--- src/hdl/cami_divider.sv ---
`default_nettype none
// Restoring divider, one quotient bit per cycle; dividend is below divisor
module cami_divider #(
   parameter int FW = 16
) (
   input  wire logic          clock,
   input  wire logic          reset,
   input  wire logic          start,
   input  wire logic [16:0]   dividend,
   input  wire logic [16:0]   divisor,
   output logic               done,
   output logic [FW-1:0]      quotient
);

   localparam int CW = $clog2(FW + 1);

   logic [17:0]   rem_ff, rem_in;
   logic [16:0]   div_ff;
   logic [FW-1:0] quo_ff, quo_in;
   logic [CW-1:0] cnt_ff;
   logic          busy_ff;
   logic          done_ff;
   logic [17:0]   shifted;
   logic          take;

   // One trial subtraction
   always_comb begin
      shifted = {rem_ff[16:0], 1'b0};
      take    = shifted >= {1'b0, div_ff};
      rem_in  = take ? (shifted - {1'b0, div_ff}) : shifted;
      quo_in  = {quo_ff[FW-2:0], take};
   end

   // Control
   always_ff @(posedge clock) begin
      if (reset) begin
         busy_ff <= 1'b0;
         done_ff <= 1'b0;
         cnt_ff  <= '0;
      end else begin
         done_ff <= 1'b0;
         if (start) begin
            busy_ff <= 1'b1;
            cnt_ff  <= CW'(FW);
         end else if (busy_ff) begin
            cnt_ff <= cnt_ff - CW'(1);
            if (cnt_ff == CW'(1)) begin
               busy_ff <= 1'b0;
               done_ff <= 1'b1;
            end
         end
      end
   end

   // Datapath
   always_ff @(posedge clock) begin
      if (start) begin
         rem_ff <= {1'b0, dividend};
         div_ff <= divisor;
         quo_ff <= '0;
      end else if (busy_ff) begin
         rem_ff <= rem_in;
         quo_ff <= quo_in;
      end
   end

   assign done     = done_ff;
   assign quotient = quo_ff;

`ifndef SYNTHESIS
   a_no_restart: assert property (@(posedge clock) disable iff (reset)
      busy_ff |-> !start) else $error("divider restarted while busy");
   a_done_after_busy: assert property (@(posedge clock) disable iff (reset)
      done_ff |-> $past(busy_ff)) else $error("divider done without work");
   a_idle_after_done: assert property (@(posedge clock) disable iff (reset)
      done_ff |-> !busy_ff) else $error("divider still busy at done");
`endif

endmodule
`default_nettype wire

--- config.mk ---
export PLATFORM = sky130hd
export DESIGN_NAME = cami_divider
export DESIGN_NICKNAME = d
export VERILOG_FILES = /design/src/hdl/cami_divider.sv
export SDC_FILE = /design/constraint.sdc
export NUM_CORES = 1
export LEC_CHECK = 0
export ABC_CLOCK_PERIOD_IN_PS = 3300
export BUFFER_PORTS_ARGS = -buffer_cell sky130_fd_sc_hd__buf_2
export CAP_MARGIN = 20
export CORE_ASPECT_RATIO = 1.2
export CORE_MARGIN = 3
export CORE_UTILIZATION = 48
export DETAILED_ROUTE_END_ITERATION = 8
export MAX_ROUTING_LAYER = met4
export PLACE_DENSITY = 0.7
export SLEW_MARGIN = 10
export SYNTH_ARGS = -nofsm -noshare
export SYNTH_HDL_FRONTEND = slang
export SYNTH_SLANG_ARGS = --single-unit
--- constraint.sdc ---
create_clock -name clock -period 3.3 [get_ports clock]
set_input_delay 0.66 -clock clock [delete_from_list [all_inputs] [get_ports clock]]
set_output_delay 0.66 -clock clock [all_outputs]
set_load 0.01 [all_outputs]
==> impl_metrics.py <==
metrics = {
    "outcome": {
        "status": "finished, final reports clean",
    },
    "cells_and_area": {
        "antenna_cells": 0,
        "drive_gt1_frac": 0.224,
        "final_nets": 423,
        "area_growth_pct": 16.4,
        "fin_cells": 453,
        "final_cell_mix": "buf_2 (53), edfxtp_1 (34), nor2_1 (27)",
        "layout_commonest_cell": "buf_2",
    },
    "floorplan": {
        "num_rows": 31,
        "fp.dieW_um": 80.5,
        "start_util": 0.512,
        "die_area_um2": 7680,
        "die_height_um": 95.4,
        "core_area_um2": 6240,
        "ios": 54,
    },
    "timing": {
        "rsz0062_at_grt": "false",
        "tns_ns": 0,
        "finClkSkew_ns": 0.0104,
        "maxSlewViolCount": 0,
        "setup_ws_ns": 0.507,
        "finalCritPeriodShare": 0.846,
        "max_freq_mhz": 358,
        "slew_headroom": 0.552,
        "worst_pin_slew_ns": 0.672,
        "setup_viol": 0,
        "min_period_ns": 2.79,
        "hold_viol_final": 0,
    },
    "power_and_ir_drop": {
        "power-per-cell-area_nw_per_um2": 626,
        "p_leak_nw": 1.62,
        "vdd_drop_max_mv": 0.313,
        "power_mw": 2.33,
    },
    "clocking": {
        "cts_buffer_depth": 2,
        "cts_setup_buffers": 0,
        "clockRootBuffer": "clkbuf_8",
        "clock_latency_ns": 0.34,
        "htree_num_levels": 3,
        "cts_tree": "yes",
        "clk_pin_slew_ns": 0.07,
        "ctsResizeCount": 0,
        "numCtsBuffers": 9,
        "cts-hold-fix-buffers": 0,
        "cts.sinks": 57,
    },
    "synth": {
        "synth_fp_nets": 370,
        "netlist.top_cell.by_area": "edfxtp_1",
        "syn_area_um2": 3200,
        "ys_seq_area_frac": 0.463,
        "synthDominantCellAreaShare": 0.319,
        "synth.avg_cell_area_um2": 10.2,
        "syn_inst": 313,
        "yosysWarningCount": 0,
        "ys_ff_latch": 57,
        "yosysUniqueCellTypes": 51,
        "synth_edf_count": 34,
        "synthFlopType": "edfxtp_1",
        "async_flop_share": 0,
        "synth_area_leaders": "edfxtp_1 (32%), dfxtp_1 (14%), ha_1 (7.4%)",
    },
    "setup_path": {
        "worstPathRequired_ns": 3.50,
        "worstSetupStartpointType": "register",
        "path_max_fanout": 20,
        "crit_type": "register to register",
        "critical_path_arrival_ns": 2.99,
        "critPathCaptureType": "register",
    },
    "route": {
        "antenna_left": 0,
        "drtPass1Iterations": 4,
        "via_per_inst": 5.33,
        "routedWlPerCell_um": 14.4,
        "num_vias": 2413,
        "route.detailed.drc": 0,
        "drt-total-wl_mm": 6.53,
        "initialDrtViolationCount": 108,
    },
    "global_routing": {
        "grt_use_total": 0.191,
        "antenna_found_initial": 0,
        "grt_remaining_overflow": 0,
        "grt_start_max_net_pins": 38,
        "grt_pass1_wl_mm": 10.9,
        "grt_pass1_vias": 2397,
    },
    "placement": {
        "portBuffers": 53,
        "pre_cts_ws_ns": 0.501,
        "place_inst": 437,
        "routabilityCongestion": 0.917,
        "dp_hpwl_mm": 4.66,
    },
    "worst_hold_path": {
        "hp-class": "input pin to register",
    },
    "job": {
        "drv_cap": 0,
    },
}
Yosys cell counts (6+ instances only):
cell	count
edfxtp_1	34
a221o_1	6
xor2_1	9
nand2b_1	6
nand3b_1	7
nor3_1	10
o21ai_0	10
xnor2_1	7
o311ai_1	6
nor2_1	27
inv_1	22
nand2_1	18
clkbuf_1	8
dfxtp_1	23
mux2i_1	17
ha_1	19
nor2b_1	9
a21oi_1	21
worst max-delay path: stages, from the launching register on:
cell	delay [ns]
edfxtp_1	0.35
inv_1	0.07
fa_1	0.47
nand2b_1	0.18
a21oi_1	0.25
o21bai_2	0.12
a22oi_1	0.35
a2111oi_4	0.13
buf_4	0.22
or3b_1	0.38
a21oi_1	0.12
final cells by class:
class                           count  area (um2)
Fill cell                         567        2520
Multi-Input combinational cell    217        1560
Sequential cell                    57        1480
Timing Repair Buffer               59         310
Clock buffer                       12         166
Tap cell                           82         103
Inverter                           22        82.6
Clock inverter                      4        22.5
through the flow:
| step | area [um2] | util | hold slack, ns |
|---|---|---|---|
| floorplan | 3200 | - | 0.468 |
| global placement | 3530 | 0.566 | 0.487 |
| detailed placement | 3530 | 0.566 | 0.488 |
| CTS | 3720 | 0.596 | 0.477 |
| global route | 3720 | 0.596 | 0.474 |
| finish | 3720 | 0.596 | 0.489 |
state kept, by name, summed over array words and instances (netlist names):
| signal | cells |
|---|---|
| busy_ff | 1 |
| cnt_ff | 5 |
| div_ff | 17 |
| done | 1 |
| quotient | 16 |
| rem_ff | 17 |
routing by layer:
| layer | part of all wire | GRT usage | vias to the layer above | routed length (um) |
|---|---|---|---|---|
| met2 | 0.46 | 0.288 | 50 | 2980 |
| li1 | - | - | 1238 | - |
| met3 | 0.040 | 0.0406 | 9 | 261 |
| met4 | 0.013 | 0.0775 | 0 | 82 |
| met1 | 0.49 | 0.250 | 1116 | 3210 |
| met5 | 0 | - | - | 0 |
final timing paths:
kind / slack, ns / start / depth (start not counted) / to
setup / recovery: 0.51 / rem_ff[0]$_DFFE_PP_ / 10 / rem_ff[13]$_DFFE_PP_
hold / removal: 0.49 / divisor[6] / 1 / div_ff[6]$_DFFE_PP_
setup reg to reg: 0.51 / rem_ff[0]$_DFFE_PP_ / 10 / rem_ff[13]$_DFFE_PP_
hold reg to reg: 0.51 / quotient[15]$_SDFFE_PP0P_ / 2 / quotient[15]$_SDFFE_PP0P_
kinds of logic after synthesis:
logic type	count (synthesis)	share of synthesized area
buffers and inverters	39	0.0501
xor gates and xnor gates	16	0.0438
AOI/OAI and AO/OA	69	0.153
muxes	18	0.0568
DFF	57	0.463
and+or+nand+nor	94	0.152
adders and majority gates	20	0.0806
power by group:
group	total, mW	switching [mW]	internal (mW)
combinational	0.794	0.444	0.350
clock	0.631	0.294	0.337
sequential	0.905	0.0461	0.859
No activity file was read; power rests on OpenSTA's default activity.
