[src/hdl/cami_lerp.sv]
`default_nettype none
// Linear step a + floor((b - a) * frac / 2^FW), registered product then registered result
module cami_lerp #(
   parameter int FW = 16
) (
   input  wire logic               clock,
   input  wire logic               reset,
   input  wire logic               start,
   input  wire logic signed [15:0] a,
   input  wire logic signed [15:0] b,
   input  wire logic [FW-1:0]      frac,
   output logic                    done,
   output logic signed [15:0]      res
);

   localparam int PW = 17 + FW + 1;

   logic signed [16:0]   diff;
   logic signed [FW:0]   frac_s;
   logic signed [PW-1:0] prod_in, prod_ff;
   logic signed [PW-1:0] step;
   logic signed [15:0]   a_ff;
   logic signed [15:0]   res_ff, res_in;
   logic                 s1_ff, done_ff;

   // Zero fraction forces a zero step
   always_comb begin
      diff    = (frac == '0) ? 17'sd0 : ({b[15], b} - {a[15], a});
      frac_s  = {1'b0, frac};
      prod_in = diff * frac_s;
      step    = prod_ff >>> FW;
      res_in  = a_ff + step[15:0];
   end

   always_ff @(posedge clock) begin
      if (reset) begin
         s1_ff   <= 1'b0;
         done_ff <= 1'b0;
      end else begin
         s1_ff   <= start;
         done_ff <= s1_ff;
      end
   end

   always_ff @(posedge clock) begin
      if (start) begin
         prod_ff <= prod_in;
         a_ff    <= a;
      end
      if (s1_ff) begin
         res_ff <= res_in;
      end
   end

   assign done = done_ff;
   assign res  = res_ff;

`ifndef SYNTHESIS
   a_done_follows: assert property (@(posedge clock) disable iff (reset)
      done_ff |-> $past(start, 2)) else $error("lerp done without start");
   a_no_overlap: assert property (@(posedge clock) disable iff (reset)
      s1_ff |-> !start) else $error("lerp started back to back");
   a_pulse: assert property (@(posedge clock) disable iff (reset)
      done_ff |=> !done_ff) else $error("lerp done longer than a cycle");
`endif

endmodule
`default_nettype wire

[config.mk]
export PLATFORM = sky130hd
export DESIGN_NAME = cami_lerp
export DESIGN_NICKNAME = d
export VERILOG_FILES = /design/src/hdl/cami_lerp.sv
export SDC_FILE = /design/constraint.sdc
export NUM_CORES = 1
export LEC_CHECK = 0
export CORE_MARGIN = 3
export CORE_UTILIZATION = 61
export DETAILED_ROUTE_END_ITERATION = 6
export DONT_BUFFER_PORTS = 1
export GPL_ROUTABILITY_DRIVEN = 0
export GPL_TIMING_DRIVEN = 1
export PLACE_DENSITY = 0.8
export SLEW_MARGIN = 20
export SYNTH_ARGS = -nofsm -noshare
export SYNTH_HDL_FRONTEND = slang
export SYNTH_SLANG_ARGS = --single-unit
[constraint.sdc]
create_clock -name clock -period 8.94 [get_ports clock]
set_clock_uncertainty 0.15 [all_clocks]
set_input_delay 0.894 -clock clock [delete_from_list [all_inputs] [get_ports clock]]
set_output_delay 0.894 -clock clock [all_outputs]
set_load 0.02 [all_outputs]
==> impl_metrics.toml, run 1 <==
[timing]
timing.final.crit_share_pct = 96.21
tightest_slew_ps = 723.3
finalHoldViolCount = 0
slew_headroom_pct = 51.72
setup_tns_ps = 0
fin_crit_ps = 8601
fmax_mhz = 116.3
setup_viol = 0
hold_slack_ps = 401.6
slew_violations = 0

[logic_synthesis]
ys_types = 68
synthFlopType = "edfxtp_1"
ys_seq_area_share_pct = 11.11
ys_ff_latch = 50
async_flop_share_pct = 0
synth_top_area_cell = "fa_1"
yosysMostFrequentCell = "inv_1"
synthCells = 1419
syn_nets = 1846
syn_area_per_cell_um2 = 9.399
synth-edff-count = 48
synth_area_um2 = 13340
synth.area.top_cells = "fa_1 (39%), edfxtp_1 (11%), ha_1 (11%)"
yosysWarnings = 0
netlist.area_leader.share_pct = 39.48
synthTopCellsByCount = "inv_1 (366), fa_1 (263), nand2_1 (162)"

[layout]
nNetsFinal = 1838
drive_gt1_share_pct = 6.161
stdcell_area_um2 = 13960
n_antenna_cell = 0
nFillCells = 1703
post-route-util_pct = 65.78
syn2layout_area_growth_pct = 4.672

[cts]
cts_tree = "built"
post-cts-setup-buffer-count = 0
cts_buffers = 5
clockBufferDepth = 2
clk_pin_slew_ps = 70
worstSkewPairLatency_ps = 300
cts_max_level = 2
holdBufCountCts = 0
cts_sinks = 50
cts_root_buf = "clkbuf_16"

[worst_hold_path]
hold_start = "a_ff[0]"
whs_path_depth = 1
hold_path_class = "reg -> reg"
min_to = "res[0]"

[drt]
wirelength_mm = 29.82
drtIter0Drc = 626
vias_per_cell = 5.600
drc = 0
vias = 9448
wl_per_cell_um = 17.67
drt-pass1-iter-count = 5
ant_nets = 0

[setup_path]
crit_top_cell = "fa_1"
critPathCaptureType = "register"
slowest_stage = "fa_1"
path_max_fanout = 7
required_ps = 8830
arrival_ps = 8490
worst-setup-path-type = "in -> reg"
regToRegEndpoint = "res[14]"
max_stage_delay_ps = 570
r2r_slack_ps = 6070
reg2reg_depth = 11
startpoint_type = "input pin"
timing.rr.start = "prod_ff[16]"

[place]
place_area_um2 = 13780
port_buffers = 0
hpwl_mm = 24.47

[flow_run]
cap_violations = 0

[global_routing]
grt_max_degree = 34
overflow = 0
grt_util_all_layers_pct = 26.26
grt_pass1_wl_mm = 49.97
grt_pass1_vias = 10460
antenna_found_initial = 0

[floorplan]
die_w_um = 153.9
initial_utilization_pct = 62.85
core_um2 = 21220
die_h_um = 153.9
ioPinCount = 68
rows = 53
dieArea_um2 = 23670

[status]
outcome = "finished clean"
[per-layer routing]
| metal | track usage [%] | up-vias | wire, µm |
|---|---|---|---|
| met2 | 46.90 | 352 | 15460 |
| met3 | 4.785 | 74 | 2123 |
| met1 | 32.65 | 4767 | 11310 |
| met5 | 0 | - | 0 |
| li1 | - | 4255 | - |
| met4 | 7.906 | 0 | 929 |
[placed cells by master (no fill, tap or decap), drive strengths merged, types with 5 or more instances in the layout]
master and instances:
a211oi 5, a21o 15, a21oi 29, and2 104, and3 7, buf 37, clkbuf 5, edfxtp 48
fa 263, ha 113, inv 367, mux2 11, mux2i 5, nand2 162, nand2b 22, nand3 9
nor2 21, nor2b 16, nor3 12, nor3b 11, nor4 6, o21a 9, o21ai 11, or3b 9
xnor2 39, xor2 20
[metrics by stage]
step | std cells | setup WS, ps
final | 1687 | 338.8
after global routing | 1687 | -16.04
after CTS | 1687 | 124.5
after detailed placement | 1679 | -174.4
after global placement | 1679 | 101.2
after floorplan | 1419 | 411.5
[registers in the layout, indices dropped and copies added (netlist names)]
name     flops
res         16
s1_ff        1
a_ff        16
prod_ff     16
done         1
[how the worst max path moves through the flow]
stage,start,to,slack (ps),cells after the start
after floorplan,b[0],prod_ff[31],410,29
after global placement,b[0],prod_ff[31],100,30
after detailed placement,b[0],prod_ff[31],-170,31
after CTS,b[0],prod_ff[31],120,31
after global routing,a[4],prod_ff[31],-20,29
final,b[0],prod_ff[31],340,31
[critical path, delay by kind of cell]
kind,cells,cell delay [ps]
adder cells (fa/ha/maj),9,3950
AO/OA/AOI/OAI,8,1750
AND/OR/NAND/NOR,6,1050
buffers and inverters,6,420
XOR/XNOR,2,400
[cell type report]
class	count	area, µm²	area share [%]
well taps	275	344.1	2.465
flip-flops and latches	50	1481	10.61
repair buffers	37	319.1	2.286
clock inverters	3	28.78	0.2061
clock buffers	5	125.1	0.8963
inverters	366	1374	9.841
multi-input cells	951	10290	73.69
[cell families (layout without fill, tap and decap cells)]
group | count (synthesis) | count (layout) | synth area share (%)
AO/OA/AOI/OAI | 103 | 103 | 6.033
XOR/XNOR | 60 | 60 | 4.100
adder cells (fa/ha/maj) | 376 | 376 | 50.08
buffers and inverters | 418 | 411 | 11.91
flip-flops | 50 | 50 | 11.11
multiplexers | 16 | 16 | 1.304
AND/OR/NAND/NOR | 396 | 396 | 15.46
[what timing repair did]
item | CTS | global route
endpoints found under the hold margin | 0 | 0
gates resized for setup | 0 | 5
setup endpoints to repair | 0 | 2
Power of run 1 is left out: the tool's default activity adds up to more than one toggle a clock period on the data nets, which glitch-free logic cannot reach.
==> run 2, diff against run 1 <==
--- a/config.mk
+++ b/config.mk
@@ -5,13 +5,13 @@
 export SDC_FILE = /design/constraint.sdc
 export NUM_CORES = 1
 export LEC_CHECK = 0
+export ABC_AREA = 1
 export CORE_MARGIN = 3
-export CORE_UTILIZATION = 61
+export CORE_UTILIZATION = 40
 export DETAILED_ROUTE_END_ITERATION = 6
 export DONT_BUFFER_PORTS = 1
 export GPL_ROUTABILITY_DRIVEN = 0
 export GPL_TIMING_DRIVEN = 1
-export PLACE_DENSITY = 0.8
 export SLEW_MARGIN = 20
 export SYNTH_ARGS = -nofsm -noshare
 export SYNTH_HDL_FRONTEND = slang
==> run 2 against run 1 <==
Effect of this change:
- synthesized cell count rose by 20%
- critical path depth fell by 5
- utilization fell by 23 points
- hold slack got worse by 1.8 ps
- non-clock buffer count fell by 28
- die area rose by 56%
- clock-buffer cell count did not move
- cell count rose by 26%
- sequential cell count did not move
==> impl_metrics.toml, run 2 <==
[status]
outcome = "finished clean"

[setup_path]
required_ps = 8840
worst-setup-path-type = "in -> reg"
max_stage_delay_ps = 610
crit_start = "frac[6]"
startpoint_type = "input pin"
critPathCaptureType = "register"
path_max_fanout = 14
cp_num_buf_inv = 6
slowest_stage = "fa_1"
timing.rr.start = "prod_ff[16]"
arrival_ps = 7940
cp_top_family = "adder cells"
crit_top_cell = "fa_1"

[timing]
slew_headroom_pct = 53.76
finalHoldViolCount = 0
tightest_slew_ps = 692.6
rsz0062_at_grt = "no"
slew_violations = 0
setup_viol = 0
fmax_mhz = 124.5
setup_tns_ps = 0
fin_crit_ps = 8032
timing.final.crit_share_pct = 89.84

[layout]
syn2layout_area_growth_pct = 4.576
nNetsFinal = 2107
final_cell_mix = "inv_1 (450), nand2_1 (269), fa_1 (263)"
final_common_cell = "inv_1"
seqCellArea_um2 = 1481
multi_input_area_um2 = 10450
drive_gt1_share_pct = 4.402
n_antenna_cell = 0
nFillCells = 3461

[worst_hold_path]
hold_start = "a_ff[0]"
hold_path_class = "reg -> reg"

[cts]
cts_buffers = 5
clockBufferDepth = 2
cts_sinks = 50
cts_root_buf = "clkbuf_16"
holdBufCountCts = 0
post-cts-setup-buffer-count = 0
cts_resized = 0
cts_max_level = 2
cts_tree = "built"
clk_pin_slew_ps = 70
worstSkewPairLatency_ps = 290

[logic_synthesis]
netlist.area_leader.share_pct = 37.98
syn_area_per_cell_um2 = 8.154
async_flop_share_pct = 0
syn_nets = 2127
synth-edff-count = 48
ys_types = 49
synth_area_um2 = 13860
synthFlopType = "edfxtp_1"
ys_ff_latch = 50
synthTopCellsByCount = "inv_1 (450), nand2_1 (269), fa_1 (263)"
yosysMostFrequentCell = "inv_1"
synthCells = 1700
ys_seq_area_share_pct = 10.69
yosysWarnings = 0
synth_top_area_cell = "fa_1"
synth.area.top_cells = "fa_1 (38%), inv_1 (12%), edfxtp_1 (10%)"

[global_routing]
overflow = 0
grt_max_degree = 57
antenna_found_initial = 0
grt_pass1_vias = 11550
grt_util_all_layers_pct = 21.98
grt_pass1_wl_mm = 63.11

[floorplan]
die_h_um = 192.2
ioPinCount = 68
core_um2 = 33870
initial_utilization_pct = 40.93
rows = 67
die_w_um = 192.2
dieArea_um2 = 36930

[drt]
top_layer_used = "met4"
wirelength_mm = 39.72
drc = 0
wl_met3_mm = 3.065
wirelength_met1_mm = 16.63
wl_per_cell_um = 18.66
ant_nets = 0
vias_per_cell = 5.236
dr_wl_met2_mm = 18.86
drtIter0Drc = 950
drt-pass1-iter-count = 5
vias = 11150

[flow_run]
cap_violations = 0

[place]
hpwl_mm = 33.71
port_buffers = 0
run 2: routing by layer:
layer	vias up	track usage, %
li1	5084	-
met1	5523	29.36
met2	460	37.69
met3	81	3.121
met4	0	5.436
met5	-	0
run 2: final cells by class:
type	instances	area share (%)
multi-input combinational	1146	72.08
tap	448	3.867
clock inverter	3	0.3021
inverter	468	12.12
clock buffer	5	0.8631
sequential	50	10.22
timing repair buffer	9	0.5524
run 2: worst paths after layout:
| path | depth (start not counted) | end | slack [ps] |
|---|---|---|---|
| max reg2reg | 9 | res[12] | 6440 |
| min reg2reg | 1 | res[0] | 400 |
| min | 1 | res[0] | 400 |
| max | 26 | prod_ff[30] | 910 |
run 2: logic make-up (layout without fill, tap and decap cells):
family                     Yosys count  in the layout  synth area share [%]
adders and majority gates          376            376                 48.18
xor gates and xnor gates            38             38                 2.401
buffers and inverters              504            485                 13.94
DFF                                 50             50                 10.69
and+or+nand+nor                    602            602                 19.42
AOI/OAI and AO/OA                  130            130                 5.379
run 2: metrics by stage:
step / area, µm² / std cells / util, % / setup WS (ps) / hold WS (ps)
finish: 14500 / 2129 / 42.80 / 908.1 / 399.7
global route: 14500 / 2129 / 42.80 / 477.5 / 434.6
CTS: 14500 / 2129 / 42.80 / 975.3 / 400.9
detailed placement: 14330 / 2121 / 42.30 / 658.1 / 379.6
global placement: 14330 / 2121 / 42.30 / 763.5 / 384.4
floorplan: 13860 / 1700 / - / 1689 / 362.8
Power of run 2 is left out for the same reason.
==> run 3, diff against run 2 <==
--- a/config.mk
+++ b/config.mk
@@ -12,7 +12,6 @@
 export DONT_BUFFER_PORTS = 1
 export GPL_ROUTABILITY_DRIVEN = 0
 export GPL_TIMING_DRIVEN = 1
-export SLEW_MARGIN = 20
 export SYNTH_ARGS = -nofsm -noshare
 export SYNTH_HDL_FRONTEND = slang
 export SYNTH_SLANG_ARGS = --single-unit
==> constraint.sdc (replaced) <==
create_clock -name clock -period 8.94 [get_ports clock]
set_clock_uncertainty 0.15 [all_clocks]
set_input_delay 1.788 -clock clock [delete_from_list [all_inputs] [get_ports clock]]
set_output_delay 1.788 -clock clock [all_outputs]
set_load 0.02 [all_outputs]
==> run 3 against run 2 <==
Effect of this change:
- wire length is 0.31% lower
- largest cell class unchanged
- sequential cell count stayed put
- non-clock buffer count is 44 higher
- die area stayed put
- utilization is 1.1 points higher
- worst setup slack worse by 480 ps
- clock-buffer cell count stayed put
- sequential share of layout area is 0.25 points lower
- critical path type unchanged
- cell area is 2.5% higher
- hold slack worse by 1.1 ps
- cell count is 2.1% higher
- via count is 0.22% higher
==> impl_metrics.toml, run 3 (same netlist as run 2, synthesis figures left out) <==
[status]
outcome = "finished clean"

[setup_path]
crit_start = "b[0]"
critPathCaptureType = "register"
timing.rr.start = "prod_ff[16]"
crit_top_cell = "inv_1"
r2r_slack_ps = 6370
startpoint_type = "input pin"
required_ps = 8840
path_max_fanout = 7
regToRegEndpoint = "res[12]"
arrival_ps = 8410
reg2reg_depth = 9
max_stage_delay_ps = 540
slowest_stage = "fa_1"
worst-setup-path-type = "in -> reg"

[drt]
vias = 11170
vias_per_cell = 5.141
wl_per_cell_um = 18.22
drc = 0
wirelength_mm = 39.60
ant_nets = 0
drtIter0Drc = 787
drt-pass1-iter-count = 7

[layout]
n_antenna_cell = 0
nNetsFinal = 2151
post-route-util_pct = 43.86
final_common_cell = "inv_1"
nFillCells = 3429
drive_gt1_share_pct = 7.130
final_cell_mix = "inv_1 (450), nand2_1 (268), fa_1 (262)"
syn2layout_area_growth_pct = 7.149

[global_routing]
grt_max_degree = 59
grt_pass1_vias = 11800
overflow = 0
grt_pass1_wl_mm = 63.74
grt_util_all_layers_pct = 22.22
antenna_found_initial = 0

[cts]
cts_root_buf = "clkbuf_16"
post-cts-setup-buffer-count = 0
cts_tree = "built"
worstSkewPairLatency_ps = 290
clk_pin_slew_ps = 70
clockBufferDepth = 2
cts_sinks = 50
cts_buffers = 5
cts_max_level = 2

[timing]
tightest_slew_ps = 687.3
setup_viol = 0
rsz0062_at_grt = "yes"
fmax_mhz = 117.5
finalHoldViolCount = 0
slew_violations = 0
fin_crit_ps = 8511
slew_headroom_pct = 54.12
timing.final.crit_share_pct = 95.20

[worst_hold_path]
whs_path_depth = 1
min_to = "res[0]"
hold_path_class = "reg -> reg"
hold_start = "a_ff[0]"

[floorplan]
rows = 67
die_w_um = 192.2
die_h_um = 192.2
core_um2 = 33870
ioPinCount = 68
dieArea_um2 = 36930
initial_utilization_pct = 40.93

[place]
hpwl_mm = 34.41
port_buffers = 0

[flow_run]
cap_violations = 0
==> run 3: cell types whose count changed in the layout (fill, tap and decap cells not counted), sizes merged <==
cell / change
buf: +44
clkinv: -1
clkinvlp: +2
inv: -1
==> run 3: layout make-up <==
type | count | area, µm² | share of cell area, %
repair buffers | 53 | 410.4 | 2.763
multi-input cells | 1146 | 10470 | 70.52
well taps | 448 | 560.5 | 3.774
clock buffers | 5 | 125.1 | 0.8424
inverters | 468 | 1757 | 11.83
clock inverters | 3 | 45.04 | 0.3033
flip-flops and latches | 50 | 1481 | 9.974
==> run 3: worst max-delay path by stage <==
stage                   to  slack (ps)
2_1_floorplan  prod_ff[31]         800
3_3_place_gp   prod_ff[31]        -120
3_5_place_dp   prod_ff[31]        -150
4_1_cts        prod_ff[31]         170
5_1_grt        prod_ff[31]         -80
6_report       prod_ff[31]         430
==> run 3: per-stage QoR <==
| stage | hold WS, ps | worst slack, ps | cells | area, µm² | TNS (ps) |
|---|---|---|---|---|---|
| after CTS | 408.7 | 172.5 | 2173 | 14830 | 0 |
| after global placement | 384.0 | -123.9 | 2165 | 14660 | -123.9 |
| after global routing | 438.4 | -84.40 | 2173 | 14850 | -117.5 |
| after floorplan | 362.8 | 795.4 | 1700 | 13860 | 0 |
| after detailed placement | 387.2 | -148.7 | 2165 | 14660 | -207.4 |
| final | 398.6 | 429.2 | 2173 | 14850 | 0 |
==> run 3: routing by layer <==
metal | global-route usage [%] | vias up | wire length, µm
met4 | 6.725 | 0 | 1155
li1 | - | 5185 | -
met1 | 30.03 | 5539 | 16840
met3 | 2.865 | 60 | 2780
met2 | 37.30 | 388 | 18820
met5 | 0 | - | 0
==> run 3: worst max-delay path, delay by kind of cell <==
kind | cells | cell delay [ps]
compound gates | 5 | 840
fa+ha+maj | 9 | 3960
buf+inv | 9 | 590
simple gates | 11 | 1210
==> run 3: timing repair <==
item	4_1_cts	5_1_grt
setup endpoints to repair	0	11
hold buffers	0	0
resized for setup	0	8
Power of run 3 is left out for the same reason.
